`config.mk`:
```
export PLATFORM = sky130hd
export DESIGN_NAME = half_insertion_sort_merge_top_flat
export DESIGN_NICKNAME = d
export VERILOG_FILES = /design/src/rtl/hism_pkg.sv /design/src/rtl/hism_in_if.sv /design/src/rtl/hism_out_if.sv /design/src/rtl/hism_cell.sv /design/src/rtl/hism_chain.sv /design/src/rtl/half_insertion_sort_merge_top.sv /design/src/flat_wrapper.sv
export SDC_FILE = /design/constraint.sdc
export NUM_CORES = 2
export LEC_CHECK = 0
export BUFFER_PORTS_ARGS = -buffer_cell sky130_fd_sc_hd__buf_2
export CORE_MARGIN = 10
export CORE_UTILIZATION = 45
export DETAILED_ROUTE_END_ITERATION = 12
export PLACE_DENSITY = 0.67
export SLEW_MARGIN = 15
export SYNTH_ARGS = -nofsm -noshare
export SYNTH_HDL_FRONTEND = slang
export SYNTH_SLANG_ARGS = --single-unit
```
`constraint.sdc`:
```
create_clock -name i_clk -period 6.89 [get_ports i_clk]
set_input_delay 0 -clock i_clk [delete_from_list [all_inputs] [get_ports i_clk]]
set_output_delay 0 -clock i_clk [all_outputs]
set_load 0.1 [all_outputs]
```
`src/rtl/hism_pkg.sv`:
```
`timescale 1ns / 1ps
package hism_pkg;

    // Element width and default block length
    localparam int VAL_W     = 32;
    localparam int COUNT_DEF = 16;

    typedef logic signed [VAL_W-1:0] t_val;

    // Contents of one cell as seen by its neighbors
    typedef struct packed {
        logic vld;
        t_val val;
    } t_cell_link;

    // Per-chain command from the sequencer
    typedef struct packed {
        logic ins;
        logic pop;
    } t_cell_ctl;

endpackage

```
`src/rtl/hism_in_if.sv`:
```
`timescale 1ns / 1ps
interface hism_in_if import hism_pkg::*; ();
    logic valid;
    logic ready;
    t_val value;

    modport source (output valid, output value, input ready);
    modport sink   (input valid, input value, output ready);
endinterface

```
`src/rtl/hism_out_if.sv`:
```
`timescale 1ns / 1ps
interface hism_out_if import hism_pkg::*; ();
    logic valid;
    logic ready;
    t_val sorted_value;
    logic last;

    modport source (output valid, output sorted_value, output last, input ready);
    modport sink   (input valid, input sorted_value, input last, output ready);
endinterface

```
`src/rtl/hism_cell.sv`:
```
`timescale 1ns / 1ps
module hism_cell import hism_pkg::*; (
    input  logic       i_clk,
    input  logic       i_rst_n,
    input  t_cell_ctl  i_ctl,
    input  t_val       i_din,
    input  t_cell_link i_left,
    input  t_cell_link i_right,
    output t_cell_link o_link
);

    logic r_vld;
    t_val r_val;
    logic n_vld;
    t_val n_val;
    logic w_before_me;
    logic w_before_left;

    // New word sorts ahead of this cell (an empty cell acts as +infinity)
    assign w_before_me   = !r_vld || (i_din < r_val);
    assign w_before_left = !i_left.vld || (i_din < i_left.val);

    // Pop shifts toward the head; insert shifts the tail away and drops the word in
    always_comb begin
        n_vld = r_vld;
        n_val = r_val;
        if (i_ctl.pop) begin
            n_vld = i_right.vld;
            n_val = i_right.val;
        end else if (i_ctl.ins && w_before_me) begin
            if (w_before_left) begin
                n_vld = i_left.vld;
                n_val = i_left.val;
            end else begin
                n_vld = 1'b1;
                n_val = i_din;
            end
        end
    end

    always_ff @(posedge i_clk) begin
        if (!i_rst_n) begin
            r_vld <= 1'b0;
        end else begin
            r_vld <= n_vld;
        end
    end

    always_ff @(posedge i_clk) begin
        r_val <= n_val;
    end

    assign o_link = '{vld: r_vld, val: r_val};

endmodule

```
`src/rtl/hism_chain.sv`:
```
`timescale 1ns / 1ps
module hism_chain import hism_pkg::*; #(
    parameter int DEPTH = COUNT_DEF / 2
) (
    input  logic       i_clk,
    input  logic       i_rst_n,
    input  t_cell_ctl  i_ctl,
    input  t_val       i_din,
    output t_cell_link o_head
);

    t_cell_link w_link [DEPTH];

    // Cell 0 sees a full left neighbor holding the minimum, so nothing passes it
    localparam t_cell_link HEAD_GUARD = '{vld: 1'b1, val: {1'b1, {(VAL_W-1){1'b0}}}};
    localparam t_cell_link TAIL_GUARD = '{vld: 1'b0, val: '0};

    for (genvar g = 0; g < DEPTH; g++) begin : g_cell
        t_cell_link w_left;
        t_cell_link w_right;

        if (g == 0) begin : g_head
            assign w_left = HEAD_GUARD;
        end else begin : g_mid_l
            assign w_left = w_link[g-1];
        end

        if (g == DEPTH - 1) begin : g_tail
            assign w_right = TAIL_GUARD;
        end else begin : g_mid_r
            assign w_right = w_link[g+1];
        end

        hism_cell u_cell (
            .i_clk   (i_clk),
            .i_rst_n (i_rst_n),
            .i_ctl   (i_ctl),
            .i_din   (i_din),
            .i_left  (w_left),
            .i_right (w_right),
            .o_link  (w_link[g])
        );
    end

    assign o_head = w_link[0];

endmodule

```
`src/rtl/half_insertion_sort_merge_top.sv`:
```
`timescale 1ns / 1ps
// Sorts blocks of COUNT signed 32-bit words.
// Input channel i_in: one word per handshake. The first COUNT/2 words of a
// block go into the lower insertion chain, the rest into the upper chain.
// Each chain is a row of cells kept in ascending order; a word is inserted
// in the cycle it is accepted.
// After the COUNT-th word the input is held not ready and the two chain
// heads are merged: each cycle that o_out is not stalled, the smaller head
// is popped, every cell of that chain shifts one place toward its head, and
// the word goes to the output register. Output channel o_out carries
// sorted_value and last, with last set on the COUNT-th word of the block.
// The first result is written to the output register once the sequencer
// has entered the merge state after the last word is accepted. A new block
// is not accepted while the previous one is being merged.
// A stall on o_out holds the output register and freezes the merge; the
// next block is accepted as soon as the last word of the merge is in the
// output register. Reset (synchronous, active low) empties both chains
// and returns to loading; no clearing pass is needed.
module half_insertion_sort_merge_top import hism_pkg::*; #(
    parameter int COUNT = COUNT_DEF
) (
    input  logic        i_clk,
    input  logic        i_rst_n,
    hism_in_if.sink     i_in,
    hism_out_if.source  o_out
);

    localparam int LOW_N = COUNT / 2;
    localparam int HIGH_N = COUNT - LOW_N;
    localparam int CW = $clog2(COUNT);

    typedef enum logic [1:0] {
        ST_LOAD  = 2'b01,
        ST_MERGE = 2'b10
    } t_state;

    t_state      r_state;
    t_state      n_state;
    logic [CW-1:0] r_cnt;
    logic [CW-1:0] n_cnt;
    logic        r_out_vld;
    t_val        r_out_val;
    logic        r_out_last;

    t_cell_ctl   w_lo_ctl;
    t_cell_ctl   w_hi_ctl;
    t_cell_link  w_lo_head;
    t_cell_link  w_hi_head;
    logic        w_accept;
    logic        w_emit;
    logic        w_take_lo;
    logic        w_last;

    assign i_in.ready = (r_state == ST_LOAD);
    assign w_accept   = i_in.valid && i_in.ready;
    assign w_emit     = (r_state == ST_MERGE) && (!r_out_vld || o_out.ready);
    assign w_last     = (r_cnt == CW'(COUNT - 1));

    // Pick the lower head only when strictly smaller; ties go to the upper half
    assign w_take_lo = w_lo_head.vld && (!w_hi_head.vld || (w_lo_head.val < w_hi_head.val));

    // Route inserts by position in the block, pops by merge decision
    always_comb begin
        w_lo_ctl.ins = w_accept && (r_cnt < CW'(LOW_N));
        w_hi_ctl.ins = w_accept && !(r_cnt < CW'(LOW_N));
        w_lo_ctl.pop = w_emit && w_take_lo;
        w_hi_ctl.pop = w_emit && !w_take_lo;
    end

    hism_chain #(.DEPTH(LOW_N)) u_lo_chain (
        .i_clk   (i_clk),
        .i_rst_n (i_rst_n),
        .i_ctl   (w_lo_ctl),
        .i_din   (i_in.value),
        .o_head  (w_lo_head)
    );

    hism_chain #(.DEPTH(HIGH_N)) u_hi_chain (
        .i_clk   (i_clk),
        .i_rst_n (i_rst_n),
        .i_ctl   (w_hi_ctl),
        .i_din   (i_in.value),
        .o_head  (w_hi_head)
    );

    // Advance the sequencer: count loaded words, then count emitted words
    always_comb begin
        n_state = r_state;
        n_cnt   = r_cnt;
        case (r_state)
            ST_LOAD: begin
                if (w_accept) begin
                    if (w_last) begin
                        n_cnt   = '0;
                        n_state = ST_MERGE;
                    end else begin
                        n_cnt = r_cnt + CW'(1);
                    end
                end
            end
            ST_MERGE: begin
                if (w_emit) begin
                    if (w_last) begin
                        n_cnt   = '0;
                        n_state = ST_LOAD;
                    end else begin
                        n_cnt = r_cnt + CW'(1);
                    end
                end
            end
            default: begin
                n_state = ST_LOAD;
                n_cnt   = '0;
            end
        endcase
    end

    always_ff @(posedge i_clk) begin
        if (!i_rst_n) begin
            r_state   <= ST_LOAD;
            r_cnt     <= '0;
            r_out_vld <= 1'b0;
        end else begin
            r_state <= n_state;
            r_cnt   <= n_cnt;
            if (w_emit) begin
                r_out_vld <= 1'b1;
            end else if (o_out.ready) begin
                r_out_vld <= 1'b0;
            end
        end
    end

    // Hold the output word until taken
    always_ff @(posedge i_clk) begin
        if (w_emit) begin
            r_out_val  <= w_take_lo ? w_lo_head.val : w_hi_head.val;
            r_out_last <= w_last;
        end
    end

    assign o_out.valid        = r_out_vld;
    assign o_out.sorted_value = r_out_val;
    assign o_out.last         = r_out_last;

    // A merge pop always finds a word in one of the chains
    a_emit_has_word: assert property (@(posedge i_clk) disable iff (!i_rst_n)
        w_emit |-> (w_lo_head.vld || w_hi_head.vld))
        else $error("merge popped with both chains empty");

    // The final word of a block returns the sequencer to loading
    a_last_to_load: assert property (@(posedge i_clk) disable iff (!i_rst_n)
        (w_emit && w_last) |=> (r_state == ST_LOAD))
        else $error("sequencer did not return to load after last word");

    // During loading the upper chain fills only after the lower one
    a_lo_first: assert property (@(posedge i_clk) disable iff (!i_rst_n)
        ((r_state == ST_LOAD) && w_hi_head.vld) |-> w_lo_head.vld)
        else $error("upper chain holds words while lower chain is empty");

    // Both chains are drained when loading of a new block starts
    a_drained: assert property (@(posedge i_clk) disable iff (!i_rst_n)
        ((r_state == ST_LOAD) && (r_cnt == '0)) |-> (!w_lo_head.vld && !w_hi_head.vld))
        else $error("chains not empty at start of block");

endmodule

```
`src/flat_wrapper.sv`:
```
// flat-port wrapper written by rule: the top's interface ports become plain ports
module half_insertion_sort_merge_top_flat import hism_pkg::*;
#(
    parameter int COUNT = COUNT_DEF
)
  (i_clk, i_rst_n, i_in_valid, i_in_value, i_in_ready, o_out_valid, o_out_sorted_value, o_out_last, o_out_ready);
  hism_in_if i_in_i ();
  hism_out_if o_out_i ();
  input  logic i_clk;
  input  logic i_rst_n;
  input wire logic [$bits(i_in_i.valid)-1:0] i_in_valid;
  input wire logic [$bits(i_in_i.value)-1:0] i_in_value;
  output wire logic [$bits(i_in_i.ready)-1:0] i_in_ready;
  output wire logic [$bits(o_out_i.valid)-1:0] o_out_valid;
  output wire logic [$bits(o_out_i.sorted_value)-1:0] o_out_sorted_value;
  output wire logic [$bits(o_out_i.last)-1:0] o_out_last;
  input wire logic [$bits(o_out_i.ready)-1:0] o_out_ready;
  assign i_in_i.valid = i_in_valid;
  assign i_in_i.value = i_in_value;
  assign i_in_ready = i_in_i.ready;
  assign o_out_valid = o_out_i.valid;
  assign o_out_sorted_value = o_out_i.sorted_value;
  assign o_out_last = o_out_i.last;
  assign o_out_i.ready = o_out_ready;
  half_insertion_sort_merge_top #(.COUNT(COUNT)) u_core (.i_clk(i_clk), .i_rst_n(i_rst_n), .i_in(i_in_i), .o_out(o_out_i));
endmodule
```
; ---- Word level (Yosys, flattened, before mapping)
; Cells that the tools add are included.
[totals]
ff_bits = 568
in_bits = 36
elab_cells = 241
[classes]
n_addsub = 1
n_lt_le_gt_ge = 19
eq_ne = 7
mux = 97
bitwise = 1
n_reduce_logical = 79
[ops]
columns = cell, count
row1 = $mux 32, 44
row2 = $lt 32x32->1, 17
row3 = $mux 1, 44
row4 = $lt 32x32->1 const B, 1
row5 = $reduce_bool 2->1, 15
row6 = $logic_and 1x1->1, 23
row7 = $logic_not 1->1, 19
row8 = $logic_or 1x1->1, 18
row9 = $mux 4, 3
row10 = $mux 2, 4
row11 = $pmux 4 s2, 1
row12 = $add 4x1->4 const B, 1
row13 = $eq 4x4->1 const B, 1
row14 = $lt 4x4->1 const B, 1
row15 = $ne 2x1->1 const B, 2
row16 = $ne 2x2->1 const B, 2
row17 = $pmux 2 s2, 1
row18 = $reduce_and 4->1, 1
row19 = $reduce_or 2->1, 2
row20 = $eq 2x1->1 const B, 1
row21 = $eq 2x2->1 const B, 1
row22 = $reduce_and 2->1, 1
row23 = $not 1->1, 1

; ---- Depth between registers and ports, before layout
[depth]
ltp_word = 6
ltp_mapped = 14

; ---- Hierarchy
; Synthesis repeated with hierarchy kept, for this count alone.
[unflattened]
cells_unflattened = 5708
hier_area_um2 = 55085.3
[modules_own_cells]
columns = module, instances, cells_each, area_each_um2, seq_area_each_um2
row1 = hism_cell, 16, 342, 3280.6, 980.9
row2 = half_insertion_sort_merge_top, 1, 232, 2580.0, 1131.1
row3 = hism_chain, 2, 2, 7.5, 0.0

; ---- Least setup slack after synthesis
; No wires, ideal clock.
[synth_timing]
path_type = reg-to-reg
start = register u_core.u_lo_chain.g_cell[2].u_cell.r_val[4]
end = register u_core.u_lo_chain.g_cell[2].u_cell.r_val[0] (enable)
setup_time_ns = 0.466
arrival_time_ns = 4.794
t_required_ns = 6.424
path_slack_ns = 1.631
stages_incl_launch_ff = 13
n_path_buf = 2
cell_sequence = edfxtp_1 inv_1 ha_1 a21o_1 a2111oi_0 o21ai_1 a2111oi_0 o221ai_1 xnor2_2 and2_1 buf_2 buf_4 o21ai_0
[synth_between]
elab_chain_cells = 4
[synth_lines]
columns = item, line
row1 = "start, declared", hism_cell.sv:13  ; t_val r_val;
row2 = "start signal, assigned", hism_cell.sv:50  ; r_val <= n_val;
row3 = $lt 32x32->1, hism_cell.sv:20  ; assign w_before_me = !r_vld || (i_din < r_val);
row4 = $logic_or 1x1->1, hism_cell.sv:20
row5 = $logic_and 1x1->1, hism_cell.sv:30  ; end else if (i_ctl.ins && w_before_me) begin
row6 = $reduce_bool 2->1 (no line), n/a
; Every way passes these cells.
; A chain may end at the register's enable or synchronous reset.

; ---- Final worst setup path
[layout_timing]
start = register u_core.u_lo_chain.g_cell[0].u_cell.r_val[1]
end = register u_core.u_hi_chain.g_cell[2].u_cell.r_val[4], data pin
[layout_between]
elab_chain_cells = 6
[layout_lines]
columns = item, line
row1 = "start, declared", hism_cell.sv:13
row2 = "start signal, assigned", hism_cell.sv:50
row3 = $lt 32x32->1, half_insertion_sort_merge_top.sv:60  ; assign w_take_lo = w_lo_head.vld && (!w_hi_head.vld || (w_lo_head.val < w_hi_head.val));
row4 = $logic_or 1x1->1, half_insertion_sort_merge_top.sv:60
row5 = $logic_and 1x1->1, half_insertion_sort_merge_top.sv:60
row6 = $logic_not 1->1, half_insertion_sort_merge_top.sv:67  ; w_hi_ctl.pop = w_emit && !w_take_lo;
row7 = $logic_and 1x1->1, half_insertion_sort_merge_top.sv:67
row8 = $mux 32, hism_cell.sv:27  ; if (i_ctl.pop) begin
row9 = named net u_core.u_hi_chain.g_cell[2].u_cell.n_val[4], hism_cell.sv:15  ; t_val n_val;
row10 = "end signal, assigned", hism_cell.sv:50
row11 = "end, declared", hism_cell.sv:13
; The timed path passes the listed nets, and every way through them passes these cells.

==> out/results.txt <==
Status: completed
Io pins: 71
Global-route wire length before repair: 177,900 um
Post-synth top area share: 0.3564
Post-Layout Cell Count: 5,525
Seq/Total Area, Yosys: 0.3993
Most frequent CP cell: nor2_4
PD cells: 206.0 nW/um^2
RSZ-0062 raised after global routing: false
Net count, final: 4,862
CTS tree: built
Max stage delay on crit path: 0.77 ns
Area growth, synth to finish: 9.434%
Cells after synthesis: 4,302
F_max: 208.7 MHz
Number of port buffers: 70
H-tree depth: 3
Drt first-iter violations: 3,043
Multiplexer share of the synthesized area: 0.08223
Clock skew: 0.03027 ns
Largest net degree at the start of global routing: 264
Post-synth top cells: ha_1, inv_1, edfxtp_1
Mapped Nets: 4,868
Largest family of logic cells by synthesized area: compound AO/OA/AOI/OAI gates
Vias per inst: 5.814
Top_reg_cell synth: edfxtp_1
Multi-input gate area in the final layout: 21,520 sq um
Fin. Hold Viols: 0
Post-synthesis cell area: 40,530 sq um
Crit Path Max Fanout: 263
Least-Margin Pin Slew: 1.165 ns
Die area: 102,500 sq um
Post-route ant nets: 0
Setup crit start kind: register
Clock root cell: clkbuf_16
Yosys reg bits: 568
TNS Setup: 0 ns
Synth Area in Compound Gates: 0.1826
Ys async rst share: 0
Crit path launch: u_core.u_lo_chain.g_cell[0].u_cell.r_val[1]$_DFFE_PP_
Average size of a mapped cell: 9.422 sq um
Min Hold Slack: 0.03731 ns
CP Cell Sequence: ha_1, a2111oi_0, o31ai_1, or2_1, o311ai_1, nor2_4, buf_4, nor2_4, buf_12, o21ai_0
Layout cell share with drive strength beyond 1: 0.06277
Final min period: 4.792 ns
Adder-Cell Fraction of Synth Area: 0.1636
Reg area: 16,190 sq um
Drt total wl: 113,900 um
Peak supply drop: 0.1545 mV
Critical Path AT: 5.10 ns
Max Slew Vio Count: 0
Row Count: 110
Synth cell types: 77
Worst skew pair latency: 0.63 ns
N_diodes: 0
Vias in the first global route: 31,090
Synthesized-area fraction occupied by xor and xnor cells: 0.001050
Leading area contributor after synthesis: edfxtp_1
Wire length per cell: 20.62 um
Crit share post-route: 0.6956
Yosys warns: 0
Post-DP HPWL: 83,770 um
Setup CP Type: register to register
Die Span Y: 320.1 um
Slew Limit Headroom: 0.2201
Initial Util: 0.4517
Ranking of synthesized cells by area: edfxtp_1, ha_1, mux2i_1
Fillers: 8,312
Count leader, synth: ha_1
CP max-delay cell: o311ai_1
Final instance area: 44,360 sq um
Postcts setup bufs: 0
Critical Path RT: 7.20 ns
Number of flops mapped to enable cells by yosys: 481
Num CTS Buffers: 69
Worst hold path class: input port to register
CTS clk-pin slew, worst paths: 0.06 ns
Core Area: 89,740 sq um
RePlAce Congestion: 0.8776
Tot GR Track Use: 0.2158
CTS Buffer Depth: 3
Leakage: 19.67 nW
Setup violations, final: 0
Antenna violations before repair: 4
Critical Path End Type: register
Hold Startpoint: i_in_value[15]
Max-Cap Viols: 0
Initial DRT Pass Iterations: 6
Die W: 320.1 um
Reg2reg start: u_core.u_lo_chain.g_cell[0].u_cell.r_val[1]$_DFFE_PP_
Placement Cell Area: 42,030 sq um
Simple-Gate Fraction of Synth Area: 0.09554
Remaining Overflow, GRT: 0
Placed cells: 5,376
Sink Count: 568
Via count: 32,120
DRC Markers: 0
[timing repair]
item,4_1_cts,5_1_grt
gates resized for setup,0,0
endpoints found under the hold margin,54,0
hold buffers,25,0
[stage by stage]
stage | utilization | power [mW] | setup slack [ns]
after floorplan | - | 5.156 | 1.631
after global placement | 0.4684 | 5.645 | 2.278
after detailed placement | 0.4684 | 5.701 | 2.173
after CTS | 0.4943 | 9.167 | 2.145
after global routing | 0.4943 | 9.519 | 1.795
final | 0.4943 | 9.139 | 2.098
[layout make-up]
| cell class | instances | share of cell area |
|---|---|---|
| clock buffers | 96 | 0.04262 |
| repair buffers | 163 | 0.02618 |
| multi-input cells | 2978 | 0.4853 |
| well taps | 1176 | 0.03317 |
| flip-flops and latches | 568 | 0.3649 |
| clock inverters | 28 | 0.004203 |
| inverters | 516 | 0.04367 |
[report_power, final]
group          switching [mW]  internal (mW)  total (mW)
Clock                    1.50           1.96        3.46
Combinational           0.949          0.586        1.53
Sequential              0.169           3.97        4.14
Total                    2.62           6.52        9.14
[sequential cells by signal (all words and copies together), names as in the netlist]
name	cells
u_core.o_out.last	1
u_core.u_lo_chain.g_cell.u_cell.r_vld	8
u_core.r_cnt	4
u_core.u_lo_chain.g_cell.u_cell.r_val	256
u_core.o_out.valid	1
u_core.r_state	2
u_core.o_out.sorted_value	32
u_core.u_hi_chain.g_cell.u_cell.r_vld	8
u_core.u_hi_chain.g_cell.u_cell.r_val	256
[worst max-delay path: cells and delay by family, from the launching register on]
kind,cells,cell delay [ns]
DFF,1,0.45
adders and majority gates,1,0.30
and+or+nand+nor,3,0.56
buffers and inverters,2,1.02
AOI/OAI and AO/OA,4,1.98
[path summary, 6_finish.rpt]
check	end	slack [ns]	cells after the start
setup / recovery	u_core.u_hi_chain.g_cell[2].u_cell.r_val[4]$_DFFE_PP_	2.10	10
hold / removal	u_core.u_lo_chain.g_cell[7].u_cell.r_val[15]$_SDFFE_PP0P_	0.04	4
setup reg to reg	u_core.u_hi_chain.g_cell[2].u_cell.r_val[4]$_DFFE_PP_	2.10	10
hold reg to reg	u_core.r_cnt[2]$_SDFFE_PN0P_	0.51	2
[routing by layer]
layer	track usage	wire length, um
met4	0.07624	3902
met2	0.3380	50060
met1	0.3040	52740
met5	0	0
met3	0.02651	7200
[cell usage in the layout (no fill, tap or decap), drive strengths merged, types with 6 or more instances in the layout]
cell,instances
dfxtp,87
clkinv,23
a2111oi,15
nand3,83
a21oi,351
dlygate4sd3,25
o221ai,66
o21a,19
nand2,471
nor3,22
and4,12
a211oi,24
o21ai,545
a21o,159
or4,6
mux2i,330
a31oi,18
inv,518
or2,7
nand4,82
nand2b,27
edfxtp,481
or3,7
nor4,16
ha,530
buf,138
nor2b,11
clkbuf,96
nor2,86
and2,6
o211ai,12
[cells by family (layout without fill, tap and decap cells)]
kind of cell,count (synthesis),count (layout)
flip-flops,568,568
AND/OR/NAND/NOR,850,850
XOR/XNOR,4,4
buffers and inverters,756,803
adder cells (fa/ha/maj),530,530
AO/OA/AOI/OAI,1262,1262
multiplexers,332,332
(Power assumes the default switching activity.)
